===== src/rtl/sida_pkg.sv =====
// ----------------------------------------------------------------------------
// sida_pkg: shared types and constants
// Character codes, BCD digit constants and the state type of the conversion back end.
// ----------------------------------------------------------------------------
package sida_pkg;

  // ASCII codes that the block emits.
  localparam logic [7:0] CharZero  = 8'd48;
  localparam logic [7:0] CharMinus = 8'd45;

  // BCD digit limits and the shift-add-3 correction.
  localparam logic [3:0] DigitMax    = 4'd9;
  localparam logic [3:0] DigitAdjMin = 4'd5;
  localparam logic [3:0] DigitAdj    = 4'd3;

  // Back-end sequencer states.
  typedef enum logic [2:0] {
    BkIdle,
    BkConv,
    BkScan,
    BkSign,
    BkDigit
  } back_state_e;

endpackage


===== src/rtl/sida_front.sv =====
// ----------------------------------------------------------------------------
// sida_front: input side
// Accepts one signed integer per transfer, splits it into a sign flag and an
// unsigned magnitude, and pushes both into the work queue.
// ----------------------------------------------------------------------------
module sida_front #(
  parameter int VALUE_WIDTH = 32
) (
  input  logic                          in_valid_i,
  output logic                          in_stall_o,
  input  logic signed [VALUE_WIDTH-1:0] value_i,
  input  logic                          full_i,
  output logic                          push_o,
  output logic [VALUE_WIDTH:0]          item_o
);

  logic [VALUE_WIDTH-1:0] raw;
  logic                   negative;
  logic [VALUE_WIDTH-1:0] magnitude;

  // The magnitude fits in VALUE_WIDTH unsigned bits, the most negative value
  // included: negating it gives back the same pattern, read as unsigned.
  assign raw       = value_i;
  assign negative  = raw[VALUE_WIDTH-1];
  assign magnitude = negative ? (VALUE_WIDTH'(~raw) + VALUE_WIDTH'(1)) : raw;

  // A transfer is taken whenever the queue has room.
  assign in_stall_o = full_i;
  assign push_o     = in_valid_i & ~full_i;
  assign item_o     = {negative, magnitude};

endmodule


===== src/rtl/sida_fifo.sv =====
// ----------------------------------------------------------------------------
// sida_fifo: two-entry work queue
// Decouples the input side from the conversion back end.
// ----------------------------------------------------------------------------
module sida_fifo #(
  parameter int Width = 33
) (
  input  logic             clk_i,
  input  logic             rst_ni,
  input  logic             push_i,
  input  logic [Width-1:0] data_i,
  output logic             full_o,
  input  logic             pop_i,
  output logic             empty_o,
  output logic [Width-1:0] data_o
);

  logic [Width-1:0] mem_q [2];
  logic             wr_q, wr_d;
  logic             rd_q, rd_d;
  logic [1:0]       count_q, count_d;

  assign full_o  = (count_q == 2'd2);
  assign empty_o = (count_q == 2'd0);
  assign data_o  = mem_q[rd_q];

  // Pointer and fill count update.
  always_comb begin
    wr_d    = push_i ? ~wr_q : wr_q;
    rd_d    = pop_i ? ~rd_q : rd_q;
    count_d = count_q;
    if (push_i && !pop_i) begin
      count_d = count_q + 2'd1;
    end else if (pop_i && !push_i) begin
      count_d = count_q - 2'd1;
    end
  end

  always_ff @(posedge clk_i or negedge rst_ni) begin
    if (!rst_ni) begin
      wr_q    <= 1'b0;
      rd_q    <= 1'b0;
      count_q <= 2'd0;
    end else begin
      wr_q    <= wr_d;
      rd_q    <= rd_d;
      count_q <= count_d;
    end
  end

  // Entry storage needs no reset.
  always_ff @(posedge clk_i) begin
    if (push_i) begin
      mem_q[wr_q] <= data_i;
    end
  end

  // The front end never pushes into a full queue.
  assert property (@(posedge clk_i) disable iff (!rst_ni) push_i |-> !full_o)
    else $error("sida_fifo: push while full");

  // The back end never pops an empty queue.
  assert property (@(posedge clk_i) disable iff (!rst_ni) pop_i |-> !empty_o)
    else $error("sida_fifo: pop while empty");

endmodule


===== src/rtl/sida_back.sv =====
// ----------------------------------------------------------------------------
// sida_back: conversion back end
// Turns one queued magnitude into BCD by shift-add-3, one bit per cycle,
// finds the leading digit, then emits a minus sign for a negative number and
// the digits as ASCII through a registered output.
// ----------------------------------------------------------------------------
module sida_back #(
  parameter int VALUE_WIDTH = 32
) (
  input  logic                 clk_i,
  input  logic                 rst_ni,
  input  logic                 empty_i,
  input  logic [VALUE_WIDTH:0] item_i,
  output logic                 pop_o,
  output logic                 out_valid_o,
  input  logic                 out_stall_i,
  output logic [7:0]           char_code_o,
  output logic                 last_char_o
);

  import sida_pkg::*;

  // Enough BCD digits for 2^(VALUE_WIDTH-1).
  localparam int NumDigits = (VALUE_WIDTH * 30103) / 100000 + 1;
  localparam int BcdBits   = NumDigits * 4;
  localparam int CntWidth  = $clog2(VALUE_WIDTH);
  localparam int IdxWidth  = $clog2(NumDigits);

  back_state_e            state_q, state_d;
  logic [VALUE_WIDTH-1:0] bin_q, bin_d;
  logic [BcdBits-1:0]     bcd_q, bcd_d;
  logic [BcdBits-1:0]     bcd_adj;
  logic                   neg_q, neg_d;
  logic [CntWidth-1:0]    cnt_q, cnt_d;
  logic [IdxWidth-1:0]    idx_q, idx_d;
  logic [IdxWidth-1:0]    top_idx;
  logic [3:0]             cur_digit;
  logic                   out_valid_q, out_valid_d;
  logic [7:0]             char_q, char_d;
  logic                   last_q, last_d;
  logic                   out_free;
  logic                   out_load;
  logic                   conv_done;

  assign out_free  = ~out_valid_q | ~out_stall_i;
  assign conv_done = (cnt_q == CntWidth'(VALUE_WIDTH - 1));
  assign cur_digit = bcd_q[idx_q * 4 +: 4];

  // Shift-add-3 correction, each digit on its own.
  always_comb begin
    bcd_adj = bcd_q;
    for (int i = 0; i < NumDigits; i++) begin
      if (bcd_q[i*4 +: 4] >= DigitAdjMin) begin
        bcd_adj[i*4 +: 4] = bcd_q[i*4 +: 4] + DigitAdj;
      end
    end
  end

  // Position of the most significant nonzero digit, zero if none.
  always_comb begin
    top_idx = '0;
    for (int i = 0; i < NumDigits; i++) begin
      if (bcd_q[i*4 +: 4] != 4'd0) begin
        top_idx = IdxWidth'(i);
      end
    end
  end

  // Next state.
  always_comb begin
    state_d = state_q;
    unique case (state_q)
      BkIdle:  if (!empty_i) state_d = BkConv;
      BkConv:  if (conv_done) state_d = BkScan;
      BkScan:  state_d = neg_q ? BkSign : BkDigit;
      BkSign:  if (out_free) state_d = BkDigit;
      BkDigit: if (out_free && idx_q == '0) state_d = BkIdle;
      default: state_d = BkIdle;
    endcase
  end

  // Datapath and outputs.
  always_comb begin
    pop_o    = 1'b0;
    out_load = 1'b0;
    bin_d    = bin_q;
    bcd_d    = bcd_q;
    neg_d    = neg_q;
    cnt_d    = cnt_q;
    idx_d    = idx_q;
    char_d   = char_q;
    last_d   = last_q;
    unique case (state_q)
      BkIdle: begin
        if (!empty_i) begin
          pop_o = 1'b1;
          neg_d = item_i[VALUE_WIDTH];
          bin_d = item_i[VALUE_WIDTH-1:0];
          bcd_d = '0;
          cnt_d = '0;
        end
      end
      BkConv: begin
        bcd_d = {bcd_adj[BcdBits-2:0], bin_q[VALUE_WIDTH-1]};
        bin_d = {bin_q[VALUE_WIDTH-2:0], 1'b0};
        cnt_d = cnt_q + CntWidth'(1);
      end
      BkScan: begin
        idx_d = top_idx;
      end
      BkSign: begin
        if (out_free) begin
          out_load = 1'b1;
          char_d   = CharMinus;
          last_d   = 1'b0;
        end
      end
      BkDigit: begin
        if (out_free) begin
          out_load = 1'b1;
          char_d   = CharZero + {4'd0, cur_digit};
          last_d   = (idx_q == '0);
          if (idx_q != '0) begin
            idx_d = idx_q - IdxWidth'(1);
          end
        end
      end
      default: begin
        pop_o = 1'b0;
      end
    endcase
  end

  // Output register: filled when empty or when its transfer completes.
  always_comb begin
    out_valid_d = out_valid_q;
    if (out_load) begin
      out_valid_d = 1'b1;
    end else if (!out_stall_i) begin
      out_valid_d = 1'b0;
    end
  end

  always_ff @(posedge clk_i or negedge rst_ni) begin
    if (!rst_ni) begin
      state_q     <= BkIdle;
      out_valid_q <= 1'b0;
    end else begin
      state_q     <= state_d;
      out_valid_q <= out_valid_d;
    end
  end

  always_ff @(posedge clk_i) begin
    bin_q  <= bin_d;
    bcd_q  <= bcd_d;
    neg_q  <= neg_d;
    cnt_q  <= cnt_d;
    idx_q  <= idx_d;
    char_q <= char_d;
    last_q <= last_d;
  end

  assign out_valid_o = out_valid_q;
  assign char_code_o = char_q;
  assign last_char_o = last_q;

  // The sign is only emitted for negative numbers.
  assert property (@(posedge clk_i) disable iff (!rst_ni)
    (state_q == BkSign) |-> neg_q)
    else $error("sida_back: sign state for a non-negative number");

  // Emitting the lowest digit closes the number and marks it last.
  assert property (@(posedge clk_i) disable iff (!rst_ni)
    (state_q == BkDigit && out_free && idx_q == '0) |=>
      (state_q == BkIdle && out_valid_o && last_char_o))
    else $error("sida_back: final digit not marked or sequencer not idle");

  // Every emitted code is a minus sign or a decimal digit.
  assert property (@(posedge clk_i) disable iff (!rst_ni)
    out_valid_o |-> (char_code_o == CharMinus ||
                     (char_code_o >= CharZero &&
                      char_code_o <= CharZero + {4'd0, DigitMax})))
    else $error("sida_back: emitted code is not a sign or a digit");

endmodule


===== src/rtl/signed_int_to_decimal_ascii.sv =====
// ----------------------------------------------------------------------------
// signed_int_to_decimal_ascii: signed integer to decimal ASCII text
// Emits the decimal text of each signed input, most significant character
// first, with a leading minus sign for negative values.
// ----------------------------------------------------------------------------
//
//   Channel | Direction | Handshake               | Payload
//   --------+-----------+-------------------------+---------------------------
//   in      | input     | in_valid_i, in_stall_o  | value_i
//   out     | output    | out_valid_o, out_stall_i| char_code_o, last_char_o
//
// An input transfer lands in a two-entry queue; the back end takes one entry
// at a time, loads it, runs bit-serial BCD conversion, finds the leading
// digit, then emits the characters (up to 11 at 32 bits) and only then takes
// the next entry.
// Reset (rst_ni low, asynchronous) empties the queue and the output register.
// An output stall holds the character register; input is stalled only while
// the queue holds two numbers.
// ----------------------------------------------------------------------------
module signed_int_to_decimal_ascii #(
  parameter int VALUE_WIDTH = 32
) (
  input  logic                          clk_i,
  input  logic                          rst_ni,
  input  logic                          in_valid_i,
  output logic                          in_stall_o,
  input  logic signed [VALUE_WIDTH-1:0] value_i,
  output logic                          out_valid_o,
  input  logic                          out_stall_i,
  output logic [7:0]                    char_code_o,
  output logic                          last_char_o
);

  logic                 push;
  logic                 pop;
  logic                 full;
  logic                 empty;
  logic [VALUE_WIDTH:0] push_item;
  logic [VALUE_WIDTH:0] pop_item;

  sida_front #(
    .VALUE_WIDTH (VALUE_WIDTH)
  ) u_front (
    .in_valid_i (in_valid_i),
    .in_stall_o (in_stall_o),
    .value_i    (value_i),
    .full_i     (full),
    .push_o     (push),
    .item_o     (push_item)
  );

  sida_fifo #(
    .Width (VALUE_WIDTH + 1)
  ) u_fifo (
    .clk_i   (clk_i),
    .rst_ni  (rst_ni),
    .push_i  (push),
    .data_i  (push_item),
    .full_o  (full),
    .pop_i   (pop),
    .empty_o (empty),
    .data_o  (pop_item)
  );

  sida_back #(
    .VALUE_WIDTH (VALUE_WIDTH)
  ) u_back (
    .clk_i       (clk_i),
    .rst_ni      (rst_ni),
    .empty_i     (empty),
    .item_i      (pop_item),
    .pop_o       (pop),
    .out_valid_o (out_valid_o),
    .out_stall_i (out_stall_i),
    .char_code_o (char_code_o),
    .last_char_o (last_char_o)
  );

endmodule


===== config.mk =====
export PLATFORM = sky130hd
export DESIGN_NAME = signed_int_to_decimal_ascii
export DESIGN_NICKNAME = d
export VERILOG_FILES = /design/src/rtl/sida_pkg.sv /design/src/rtl/sida_front.sv /design/src/rtl/sida_fifo.sv /design/src/rtl/sida_back.sv /design/src/rtl/signed_int_to_decimal_ascii.sv
export SDC_FILE = /design/constraint.sdc
export NUM_CORES = 1
export LEC_CHECK = 0
export BUFFER_PORTS_ARGS = -buffer_cell sky130_fd_sc_hd__buf_2
export CORE_MARGIN = 3
export CORE_UTILIZATION = 65
export DETAILED_ROUTE_END_ITERATION = 7
export GPL_TIMING_DRIVEN = 0
export PLACE_DENSITY_LB_ADDON = 0.12
export SETUP_SLACK_MARGIN = 0.4
export SYNTH_ARGS = -nofsm -noshare
export SYNTH_HDL_FRONTEND = slang
export SYNTH_SLANG_ARGS = --single-unit

===== constraint.sdc =====
create_clock -name clk_i -period 7.75 [get_ports clk_i]
set_input_delay 1.1625 -clock clk_i [delete_from_list [all_inputs] [get_ports clk_i]]
set_output_delay 1.1625 -clock clk_i [all_outputs]
set_load 0.03 [all_outputs]

-- After elaboration in Yosys (flattened, before gate mapping)
Memories as Yosys holds them, arrays and structs flattened.
Cells that the tools add are included.
- flip-flop bits (word level): 99
- bits in latches: 0
- bits in writable memories: 66
- ROM bits: 0
- input port bits: 36
- logic and storage cells: 141
- memories kept: 1
- add/subtract/negate cells: 16
- multipliers: 0
- div/mod/pow operators: 0
- order comparisons: 10
- eq/ne operators: 13
- shift-type cells: 1
- mux-type cells: 51
- bitwise gates (word level): 9
- reduce and logical (&&, ||, !) cells: 28
- memories (name ; words ; width ; rd ports ; clocked after memory_dff ; wr ports ; line ; source):
    u_fifo.mem_q ; 2 ; 33 ; 1 ; 0 ; 1 ; sida_fifo.sv:18 ; logic [Width-1:0] mem_q [2];
- operator list (operator ; number):
    $pmux 40 s2 ; 1
    $mux 32 ; 2
    $pmux 32 s2 ; 1
    $mux 4 ; 13
    $ge 4x3->1 const B ; 10
    $mux 40 ; 1
    $reduce_bool 4->1 ; 10
    $shiftx 40x7->4 ; 1
    $add 4x2->4 const B ; 9
    $add 32x1->32 const B ; 1
    $not 32->32 ; 1
    $mux 3 ; 10
    $mux 8 ; 2
    $pmux 8 s2 ; 1
    $pmux 3 s5 ; 1
    $ne 2x1->1 const B ; 6
    $mux 1 ; 11
    $pmux 5 s2 ; 1
    $mux 2 ; 4
    $pmux 4 s2 ; 1
    $reduce_bool 2->1 ; 4
    $add 6x4->7 const A ; 1
    $eq 3x2->1 const B ; 2
    $not 1->1 ; 6
    23 further kinds ; 28

-- Logic depth before layout (Yosys ltp)
Gate-level depths: netlist (run 1).
- word-level depth: 11
- gate-level depth with buffers: 7

-- Modules after synthesis
From an unflattened synthesis (run 1), not the netlist that was laid out.
- cells, all modules: 693
- area, all modules: 8609.5 sq um
- by module, submodules not included (module ; instances ; cells each ; area an instance (sq um) ; sequential area each (sq um)):
    sida_back ; 1 ; 472 ; 5087.4 ; 2742.6
    sida_fifo ; 1 ; 119 ; 2720.1 ; 2082.0
    sida_front ; 1 ; 102 ; 802.0 ; 0.0

-- Worst setup path after synthesis (run 1)
No wires, ideal clock.
- path kind: register -> register
- from: reg u_back.state_q[2]
- to: reg u_back.bcd_q[0] (enable)
- setup time: 0.437 ns
- arrival time: 2.980 ns
- required time: 7.313 ns
- setup slack: 4.333 ns
- cell stages (with the launch flop): 6
- clock period less this slack: 3.417 ns
- path through: dfrtp_1 clkbuf_1 or3b_2 clkbuf_1 clkbuf_1 nand2_1
- cells in the longest elaborated chain, start to end: 3
- elaborated cells between the ends (all ways): 5
- those cells by class: 2 x eq/ne; 3 x reduce/logical
- RTL lines (what ; line ; source):
    start, declared ; sida_back.sv:29 ; back_state_e state_q, state_d;
    start signal, assigned ; sida_back.sv:146 ; state_q <= BkIdle;
    start signal, assigned ; sida_back.sv:149 ; state_q <= state_d;
    $logic_not 3->1 or $eq 3x1->1 (tied branches) ; sida_back.sv:93 ; unique case (state_q)
    $ne 2x2->1 (no source line) or $reduce_bool 2->1 (tied branches) ; n/a ;
    $reduce_and 2->1 (no source line) * ; n/a ;
    end signal, assigned ; sida_back.sv:156 ; bcd_q <= bcd_d;
    end, declared ; sida_back.sv:31 ; logic [BcdBits-1:0] bcd_q, bcd_d;
Mark *: on every way between the ends. The rest lies on a longest branch, timed or not.
A chain may end at the register's enable or synchronous reset.

-- Worst setup path in the final report (run 1)
- from: reg u_back.state_q[2]
- to: reg u_back.bcd_q[4] (enable)
Same word-level chain as after synthesis.

==> results.toml, run 1 <==
[layout]
multi_input_area_sq_um = 3160
fin_nets = 793
design_area_sq_um = 9250
antennaDiodeCount = 0
layout-drive-gt1-share_pct = 14.5
final_cell_count_no_fill = 913
num-fill-cells = 766
seq_area_sq_um = 4820
syn2layout_area_growth_pct = 12.7

[sta]
period_share_pct = 35.1
relSlewSlack_pct = 35.6
rsz0062_at_grt = "no"
setup-violations-final = 0
tns_ns = 0
min_period_ns = 2.72
slew_violations = 0
fin_skew_ns = 0.00777
finalHoldViolations = 0
worst_slew_pin_slew_ns = 0.963
fmax_mhz = 368
holdWs_ns = 0.529

[drt]
top_layer_used = "met4"
first_iter_violations = 376
ant_nets = 0
vias_per_cell = 5.91
drc = 0
met3_wirelength_um = 633
wl_um = 15900
dr.pass1.iters = 5
wire_per_inst_um = 17.5
vias = 5398
wl_met1_um = 6320
wl_met2_um = 8420

[power]
seqPwrFrac_pct = 44.2
p_sw_share_pct = 35.1
vdd_drop_max_mv = 0.196
p_clk_share_pct = 21.6
power_density_nw_per_um2 = 403
p_int_uw = 2420
p_leak_uw = 0.00351
comb_power_share_pct = 34.2
switchingPower_uw = 1310

[logic_synthesis]
yosysMostFrequentCell = "edfxtp_1"
synth_ff_type = "edfxtp_1"
netlist_instances = 668
synth_seq_area_share_pct = 58.7
yosys.area.top_type = "edfxtp_1"
postSynthAreaPerCell_sq_um = 12.3
syn_area_sq_um = 8210
yosysUniqueCellTypes = 49
synth_edf_count = 154
async_reset_ff_share_pct = 4.94
yosys.area.top_type_share_pct = 56.3
synth_common_cells = "154 x edfxtp_1, 74 x nand2_1, 52 x o21ai_0"
synthTopCellsByArea = "edfxtp_1 56%, xnor2_1 4.8%, mux2i_1 4.8%, ha_1 3.8%, nand2_1 3.4%"
ys_seq_elements = 162
ys_warn_count = 0

[global_routing]
antenna_found_initial = 0
grtUsageTotal_pct = 23.5
grt_max_degree = 71
grt_overflow = 0
grt_pass1_vias = 5367
grt_pass1_wl_um = 25800

[placed_design]
gp_congestion = 0.836
placed_cell_area_sq_um = 8690
port_buffers = 43
dp_hpwl_um = 10800
dpl.cell_count = 881

[worst_setup_path]
end_kind = "flop"
critical_path_class = "reg2reg"
path_max_fanout = 70
cp-start-kind = "flop"
worstReg2RegStart = "u_back.state_q[2]$_DFFE_PN0P_"
crit_start = "u_back.state_q[2]$_DFFE_PN0P_"
required_ns = 7.83
arrival_ns = 2.80

[clocking]
insertion_delay_ns = 0.42
numCtsBuffers = 17
ctsLongestPathBuffers = 2
ctsResizeCount = 0
cts_post_setup_buffers_inserted = 0
cts_tree = "built"
root_buffer = "clkbuf_16"
path_clk_slew_ns = 0.06
hold_buffers = 0
numClockSinks = 162
cts_max_level = 4

[floorplanning]
io_pins = 47
die_x_um = 118
initial_utilization_pct = 67.5
core_sq_um = 12200
die_h_um = 118
die-area_sq_um = 14000
rows = 40

[run]
drv_cap = 0

[worst_hold_path]
worstHoldStart = "u_fifo.count_q[1]$_DFFE_PN0P_"
hold_path_class = "reg2reg"

[run_status]
status = "complete, no violations"
cell type report:
cell class / count / share of cell area, %
clock buffer: 19 / 4.68
multi-input combinational: 445 / 34.2
tap: 168 / 2.27
clock inverter: 13 / 1.46
sequential: 162 / 52.1
inverter: 30 / 1.22
timing repair buffer: 44 / 2.62
buffer: 32 / 1.46
power by group through the flow:
stage	combinational [uW]	sequential, uW	clock (uW)
detailed placement	1270	1650	0
floorplan	938	1610	0
CTS	1280	1640	812
global placement	1150	1660	0
global route	1430	1680	856
finish	1270	1650	804
flip-flops by register name, summed over array words and instances (netlist names), 2 cells and up:
name / flops
u_fifo.mem_q: 66
u_back.bcd_q: 40
u_back.bin_q: 32
u_back.char_code_o: 5
u_back.cnt_q: 5
u_back.idx_q: 4
u_back.state_q: 3
u_fifo.count_q: 2
worst paths after layout:
check	to	slack (ns)	cells after the start
worst max-delay path	u_back.bcd_q[4]$_SDFFCE_PN0P_	5.03	6
worst min-delay path	u_fifo.count_q[1]$_DFFE_PN0P_	0.53	1
worst max register to register	u_back.bcd_q[4]$_SDFFCE_PN0P_	5.03	6
worst min register to register	u_fifo.count_q[1]$_DFFE_PN0P_	0.53	1
max in group asynchronous	u_back.state_q[2]$_DFFE_PN0P_	7.00	1
min in group asynchronous	u_back.state_q[1]$_DFFE_PN0P_	0.58	1
critical path: stages, from the launching register on:
cell and delay (ns):
dfrtp_1 0.36, clkbuf_1 0.19, or3b_2 0.55, clkbuf_1 0.21, clkbuf_1 0.38, nand2_4 0.29
buf_16 0.33
stage by stage:
step / setup WS (ns) / util, % / total power (uW)
CTS: 5.05 / 76.1 / 3740
detailed placement: 4.74 / 71.4 / 2920
global route: 4.92 / 76.1 / 3970
floorplan: 4.33 / - / 2550
finish: 5.03 / 76.1 / 3730
global placement: 3.14 / 71.1 / 2810
logic make-up (layout without fill, tap and decap cells):
group           count (synthesis)  count (layout)  share of synthesized area [%]
mux                            47              47                           6.81
buf+inv                        62             138                           3.02
flops                         162             162                           58.7
other cells                     2               3                         0.0914
simple gates                  190             190                           11.8
xor+xnor                       57              57                           6.08
compound gates                123             123                           9.67
fa+ha+maj                      25              25                           3.81
placed cells by master, fill, tap and decap left out, types with 3 or more instances in the layout:
cell type	n
edfxtp_1	154
nand2_1	73
o21ai_0	52
buf_2	46
xnor2_1	45
mux2i_1	39
nor2_1	37
inv_1	30
a21oi_1	26
ha_1	25
clkbuf_1	24
clkbuf_16	17
nand2b_1	14
nor3_1	13
nor2b_1	12
xor2_1	12
nand3_1	11
a211oi_1	10
o31ai_1	9
dfrtp_1	8
o41ai_2	7
mux4_2	7
nor3b_1	5
a31oi_1	4
o221ai_1	4
buf_1	4
nand3b_1	3
and2_1	3
buf_4	3
conb_1	3
clkinv_1	3
clkinv_4	3
routing by layer:
metal  vias to the layer above  track usage [%]
li1                       2577                -
met1                      2620             27.9
met2                       161             41.1
met3                        40             4.50
met4                         0             11.5
met5                         -                0
No activity file was read; power rests on OpenSTA's default activity.
==> inputs of run 2 (changes only) <==
Settings changed: CORE_UTILIZATION 65 to 55.
Clock period 7.75 ns to 2.3 ns, I/O delays scaled along.
==> results.toml, run 2 (synthesis gave the netlist of run 1 again) <==
[run_status]
status = "complete, no violations"

[floorplanning]
io_pins = 47
die-area_sq_um = 16400
die_h_um = 128
core_sq_um = 14600
die_x_um = 128
rows = 44
initial_utilization_pct = 56.3

[clocking]
numCtsBuffers = 17
cts_max_level = 4
ctsLongestPathBuffers = 2
insertion_delay_ns = 0.43
numClockSinks = 162
path_clk_slew_ns = 0.06
root_buffer = "clkbuf_16"
cts_tree = "built"

[power]
power.total_uw = 13000
comb_power_share_pct = 34.9
p_leak_uw = 0.00366
p_int_uw = 8440
p_clk_share_pct = 22.2
seqPwrFrac_pct = 42.9
switchingPower_uw = 4570
power_density_nw_per_um2 = 1360
p_sw_share_pct = 35.1
vdd_drop_max_mv = 0.693

[layout]
largest_register_ffs = 66
fin_nets = 805
design_area_sq_um = 9560
top_regs = "u_fifo.mem_q x66, u_back.bcd_q x40, u_back.bin_q x32"
antennaDiodeCount = 0
syn2layout_area_growth_pct = 16.5
num-fill-cells = 1091
final_common_cell = "edfxtp_1"
layout-drive-gt1-share_pct = 20.4
regMostFlops = "u_fifo.mem_q"
layout_common_cells = "154 x edfxtp_1, 73 x nand2_1, 51 x o21ai_0, 46 x buf_2, 45 x xnor2_1"

[worst_hold_path]
worstHoldStart = "value_i[0]"
hold_end = "u_fifo.mem_q[0][0]$_DFFE_PP_"
hold_path_depth = 1
hold_path_class = "in2reg"

[drt]
vias_per_cell = 5.67
wl_um = 16300
dr.pass1.iters = 5
drc = 0
wire_per_inst_um = 17.4
first_iter_violations = 455
ant_nets = 0
vias = 5333

[worst_setup_path]
path_common_cell = "clkbuf_8"
cp_top_family = "simple AND/OR/NAND/NOR gates"
required_ns = 2.40
r2r_slack_ns = 0.39
cp-start-kind = "flop"
reg2reg_depth = 5
arrival_ns = 2.01
path_max_fanout = 19
end_kind = "flop"
critPathBufInv = 3
r2r_end = "u_back.bin_q[31]$_DFFE_PP_"
worstReg2RegStart = "u_back.state_q[2]$_DFFE_PN0P_"
path_cells = "clkbuf_8 > or3b_4 > clkbuf_8 > clkbuf_16 > nand2_4"
slowest_stage = "or3b_4"
max_stage_delay_ns = 0.39
critical_path_class = "reg2reg"

[sta]
fmax_mhz = 524
slew_violations = 0
worst_slew_pin_slew_ns = 0.795
fin_skew_ns = 0.00688
setup-violations-final = 0
fin_ws_ns = 0.392
holdWs_ns = 0.246
min_period_ns = 1.91
relSlewSlack_pct = 47.0
period_share_pct = 83.0
rsz0062_at_grt = "yes"
finalHoldViolations = 0

[global_routing]
grt_overflow = 0
grt_pass1_vias = 5182
grt_max_degree = 34
antenna_found_initial = 0
grt_pass1_wl_um = 25700
grtUsageTotal_pct = 20.3

[placed_design]
placed_cell_area_sq_um = 8740
dp_hpwl_um = 10700
gp_congestion = 0.852
pre_cts_ws_ns = -0.0632
port_buffers = 43

[run]
drv_cap = 0
-- run 2: cell type report --
class                      instances  area, sq um  area share (%)
timing repair buffer              52          289            3.02
buffer                            32          213            2.22
tap                              184          230            2.41
inverter                          30          115            1.20
clock inverter                    14          179            1.87
clock buffer                      17          425            4.45
sequential                       162         4820            50.4
multi-input combinational        449         3290            34.4
-- run 2: power by group through the flow --
| stage | clock network (uW) | registers (uW) | logic [uW] |
|---|---|---|---|
| floorplan | 0 | 5380 | 3270 |
| global placement | 0 | 5550 | 4050 |
| detailed placement | 0 | 5580 | 4260 |
| CTS | 2930 | 5550 | 4440 |
| global route | 3060 | 5690 | 5090 |
| finish | 2890 | 5580 | 4540 |
-- run 2: what timing repair did --
item	4_1_cts	5_1_grt
buffers inserted	3	5
hold buffers	1	0
hold endpoints to repair	8	0
gates resized for setup	29	17
pin swaps	3	1
endpoints found under the setup margin	126	130
cloned	3	1
-- run 2: worst register-to-register path, cell delays in order, from the launching register on --
cell,delay [ns]
dfrtp_1,0.37
clkbuf_8,0.16
or3b_4,0.39
clkbuf_8,0.18
clkbuf_16,0.20
nand2_4,0.28
-- run 2: worst max path at each step --
stage,start,end,slack [ns],cells after the start
after floorplan,u_fifo.count_q[0]$_DFFE_PN0P_,u_back.bcd_q[0]$_SDFFCE_PN0P_,0.38,2
after global placement,u_back.state_q[1]$_DFFE_PN0P_,u_back.bin_q[26]$_DFFE_PP_,0.01,5
after detailed placement,u_back.state_q[1]$_DFFE_PN0P_,u_back.bin_q[29]$_DFFE_PP_,-0.06,5
after CTS,u_back.bcd_q[12]$_SDFFCE_PN0P_,u_back.idx_q[0]$_DFFE_PP_,0.35,6
after global routing,u_back.state_q[0]$_DFFE_PN0P_,u_fifo.count_q[1]$_DFFE_PN0P_,0.28,7
final,u_back.state_q[2]$_DFFE_PN0P_,u_back.bin_q[31]$_DFFE_PP_,0.39,5
-- run 2: layer usage --
layer / routed length [um] / track usage, % / part of all wire [%] / vias up
met4: 411 / 8.43 / 2.5 / 0
met3: 826 / 3.54 / 5.1 / 36
met2: 8330 / 34.8 / 51 / 163
li1: - / - / - / 2591
met1: 6780 / 25.3 / 41 / 2543
met5: 0 / 0 / 0 / -
-- run 2: per-stage QoR --
stage               TNS [ns]  util (%)  instances
CTS                        0      64.9        934
floorplan                  0         -        669
global route               0      65.6        940
finish                     0      65.6        940
global placement           0      59.9        896
detailed placement     -4.15      59.9        896
==> inputs of run 3 (changes only) <==
Settings changed: ABC_AREA set to 1, CORE_UTILIZATION 55 to 62.
Clock period 2.3 ns to 1.78 ns, I/O delays scaled along.
==> results.toml, run 3 <==
[run_status]
status = "stopped before the end"
lastStage = "5_1_grt"
error = "[ERROR GRT-0232] Routing congestion too high. Check the congestion heatmap in the GUI."

[placed_design]
placed_cell_area_sq_um = 9250
dp_hpwl_um = 12400
gp_congestion = 0.938
port_buffers = 43
dpl.cell_count = 1125

[logic_synthesis]
yosys.area.top_type = "edfxtp_1"
async_reset_ff_share_pct = 4.94
yosysMostFrequentCell = "edfxtp_1"
yosys.area.top_type_share_pct = 53.9
yosysUniqueCellTypes = 41
ys_warn_count = 0
ys_seq_elements = 162
synthTopCellsByArea = "edfxtp_1 54%, o21ai_0 7.4%, nand2_1 6.5%, inv_1 5.5%, ha_1 3.6%"
synth_common_cells = "154 x edfxtp_1, 149 x nand2_1, 127 x o21ai_0"
netlist_instances = 905
synth_ff_type = "edfxtp_1"
synth_seq_area_share_pct = 56.3
postSynthAreaPerCell_sq_um = 9.47
synth_edf_count = 154
syn_area_sq_um = 8570

[floorplanning]
initial_utilization_pct = 64.0
die_h_um = 124
rows = 42
io_pins = 47
die_x_um = 124

[global_routing]
grtUsageTotal_pct = 73.1
grt_max_degree = 20
grt_overflow = 74

[clocking]
numCtsBuffers = 17
cts_max_level = 4
numClockSinks = 162
root_buffer = "clkbuf_16"
ctsLongestPathBuffers = 2

[sta]
worstEndpointType = "register data pin"
crit_endpoint = "u_fifo.count_q[1]$_DFFE_PN0P_/D"
==> run 3: cell count changes after synthesis, moves of 36 or more <==
cell,before,now
inv_1,30,126
mux2i_1,39,0
xnor2_1,45,5
nor2_1,38,74
o21ai_0,52,127
nand2_1,74,149
==> run 3: routing by layer <==
layer / GRT overflow / track usage, %
met5: 1 / 18.8
met4: 32 / 74.9
met3: 0 / 58.0
met2: 41 / 88.6
met1: 0 / 73.3
==> run 3: logic make-up after synthesis <==
kind of cell	share of synthesized area, %
xor+xnor	3.27
buf+inv	7.66
mux	0.263
simple gates	14.5
flops	56.3
fa+ha+maj	3.65
other cells	0.0876
compound gates	14.3
==> run 3: through the flow <==
step           worst slack, ns  TNS, ns
3_5_place_dp            -0.126   -14.08
4_1_cts                  0.195        0
3_3_place_gp            -0.115   -11.77
2_1_floorplan            0.194        0
==> run 3: what timing repair did <==
action | in CTS
setup buffers | 90
endpoints found under the setup margin | 239
resized for setup | 278
pin swaps | 65
gates cloned | 23
hold endpoints to repair | 8
hold buffers | 1
==> inputs of run 4 (changes only) <==
Settings changed: CORE_UTILIZATION 62 to 40, PLACE_DENSITY_LB_ADDON 0.12 to 0.15, SETUP_SLACK_MARGIN 0.4 to unset.
==> results.toml, run 4 <==
[drt]
first_iter_violations = 359
ant_nets = 0
vias_per_cell = 4.98
drc = 0
wl_um = 18800
wire_per_inst_um = 14.9
vias = 6292
dr.pass1.iters = 5

[global_routing]
grtUsageTotal_pct = 16.5
antenna_found_initial = 0
grt_max_degree = 40
grt_pass1_wl_um = 31200
grt_pass1_vias = 6229
grt_overflow = 0

[logic_synthesis]
yosys.area.top_type_share_pct = 53.9
postSynthAreaPerCell_sq_um = 9.47
yosys.area.top_type = "edfxtp_1"
ys_warn_count = 0
ys_seq_elements = 162
netlist_instances = 905
synth_common_cells = "154 x edfxtp_1, 149 x nand2_1, 127 x o21ai_0"
yosysMostFrequentCell = "edfxtp_1"
yosysUniqueCellTypes = 41
async_reset_ff_share_pct = 4.94
synth_edf_count = 154
synth_seq_area_share_pct = 56.3
synthTopCellsByArea = "edfxtp_1 54%, o21ai_0 7.4%, nand2_1 6.5%, inv_1 5.5%, ha_1 3.6%"
syn_area_sq_um = 8570
synth_ff_type = "edfxtp_1"

[clocking]
cts_tree = "built"
path_clk_slew_ns = 0.07
root_buffer = "clkbuf_16"
insertion_delay_ns = 0.43
cts_max_level = 4
ctsLongestPathBuffers = 2
numClockSinks = 162
numCtsBuffers = 17

[sta]
fin_skew_ns = 0.0237
worst_slew_pin_slew_ns = 0.534
min_period_ns = 1.69
fin_ws_ns = 0.0900
period_share_pct = 94.9
rsz0062_at_grt = "yes"
finalHoldViolations = 0
relSlewSlack_pct = 64.4
fmax_mhz = 592
setup-violations-final = 0
tns_ns = 0
slew_violations = 0

[floorplanning]
core_sq_um = 20600
initial_utilization_pct = 41.6
die_x_um = 152
rows = 52
die_h_um = 152
die-area_sq_um = 23200
io_pins = 47

[worst_hold_path]
hold_end = "u_fifo.mem_q[1][0]$_DFFE_PP_"
hold_path_depth = 1
hold_path_class = "in2reg"
worstHoldStart = "value_i[0]"

[worst_setup_path]
r2r_end = "u_back.idx_q[0]$_DFFE_PP_"
arrival_ns = 1.96
path_max_fanout = 4
r2r_slack_ns = 0.09
critical_path_class = "reg2reg"
worstReg2RegStart = "u_back.bcd_q[8]$_SDFFCE_PN0P_"
reg2reg_depth = 12
cp-start-kind = "flop"
end_kind = "flop"
required_ns = 2.05
crit_start = "u_back.bcd_q[8]$_SDFFCE_PN0P_"

[layout]
layout_common_cells = "154 x edfxtp_1, 147 x nand2_1, 125 x o21ai_0, 123 x inv_1, 68 x nor2_1"
syn2layout_area_growth_pct = 16.4
antennaDiodeCount = 0
layout-drive-gt1-share_pct = 16.0
largest_register_ffs = 66
num-fill-cells = 1946
design_area_sq_um = 9980
final_common_cell = "edfxtp_1"
top_regs = "u_fifo.mem_q x66, u_back.bcd_q x40, u_back.bin_q x32"
fin_nets = 1042
regMostFlops = "u_fifo.mem_q"
final_core_utilization_pct = 48.4

[placed_design]
placed_cell_area_sq_um = 9200
port_buffers = 43
dp_hpwl_um = 13200
gp_congestion = 0.841
pre_cts_ws_ns = -0.329

[power]
p_leak_uw = 0.00403
vdd_drop_max_mv = 0.775
power_density_nw_per_um2 = 1760
power.total_uw = 17600

[run]
drv_cap = 0

[run_status]
status = "complete, no violations"
==> run 4: power by group <==
part           switching, uW  internal, uW  total (uW)
logic                   4590          2180        6760
clock network           1700          1890        3600
registers                783          6440        7230
==> run 4: area by class of cell <==
cell class	instances	area, sq um	area share, %
sequential	162	4830	48.4
multi-input combinational	581	3230	32.3
inverter	135	509	5.10
clock buffer	18	429	4.30
tap	270	338	3.39
timing repair buffer	55	337	3.37
buffer	29	161	1.62
clock inverter	14	150	1.50
==> run 4: cell families after synthesis <==
kind of cell | share of synthesized area (%)
buffers and inverters | 7.66
DFF | 56.3
and+or+nand+nor | 14.5
AOI/OAI and AO/OA | 14.3
adders and majority gates | 3.65
xor gates and xnor gates | 3.27
muxes | 0.263
other | 0.0876
==> run 4: per-layer routing <==
layer / global-route usage, % / part of all wire, % / vias up / wire length [um]
li1: - / - / 3227 / -
met1: 21.4 / 45 / 2929 / 8500
met2: 28.3 / 50 / 121 / 9410
met3: 2.93 / 3.6 / 15 / 681
met4: 4.92 / 1.1 / 0 / 198
met5: 0 / 0 / - / 0
==> run 4: repair_timing <==
item,CTS,global route
hold endpoints to repair,8,0
hold buffers,1,0
resized for setup,12,29
pin swaps,1,2
gates cloned,1,0
setup endpoints to repair,92,111
buffers inserted,4,5
==> run 4: critical path, stage by stage (launching register included) <==
cell	delay (ns)
edfxtp_1	0.44
inv_2	0.12
ha_1	0.19
nand2_1	0.09
nor2_2	0.13
nand2_1	0.08
nand2_1	0.07
nand2_1	0.05
nand2_1	0.06
nand2_1	0.05
nand2_1	0.08
nand2_1	0.05
a21oi_1	0.13
==> run 4: through the flow <==
step,hold WS (ns),instances
2_1_floorplan,-0.0286,906
3_3_place_gp,0.123,1219
3_5_place_dp,0.128,1221
4_1_cts,0.0727,1259
5_1_grt,0.0730,1264
6_report,0.0835,1264
==> run 4: worst max path at each step <==
stage                                           to  cells past startpoint
finish                   u_back.idx_q[0]$_DFFE_PP_                     12
global route             u_back.idx_q[0]$_DFFE_PP_                     12
CTS                  u_fifo.count_q[1]$_DFFE_PN0P_                      8
detailed placement  u_back.bcd_q[25]$_SDFFCE_PN0P_                      5
global placement     u_fifo.mem_q[1][17]$_DFFE_PP_                      3
floorplan             u_fifo.mem_q[1][0]$_DFFE_PP_                      3
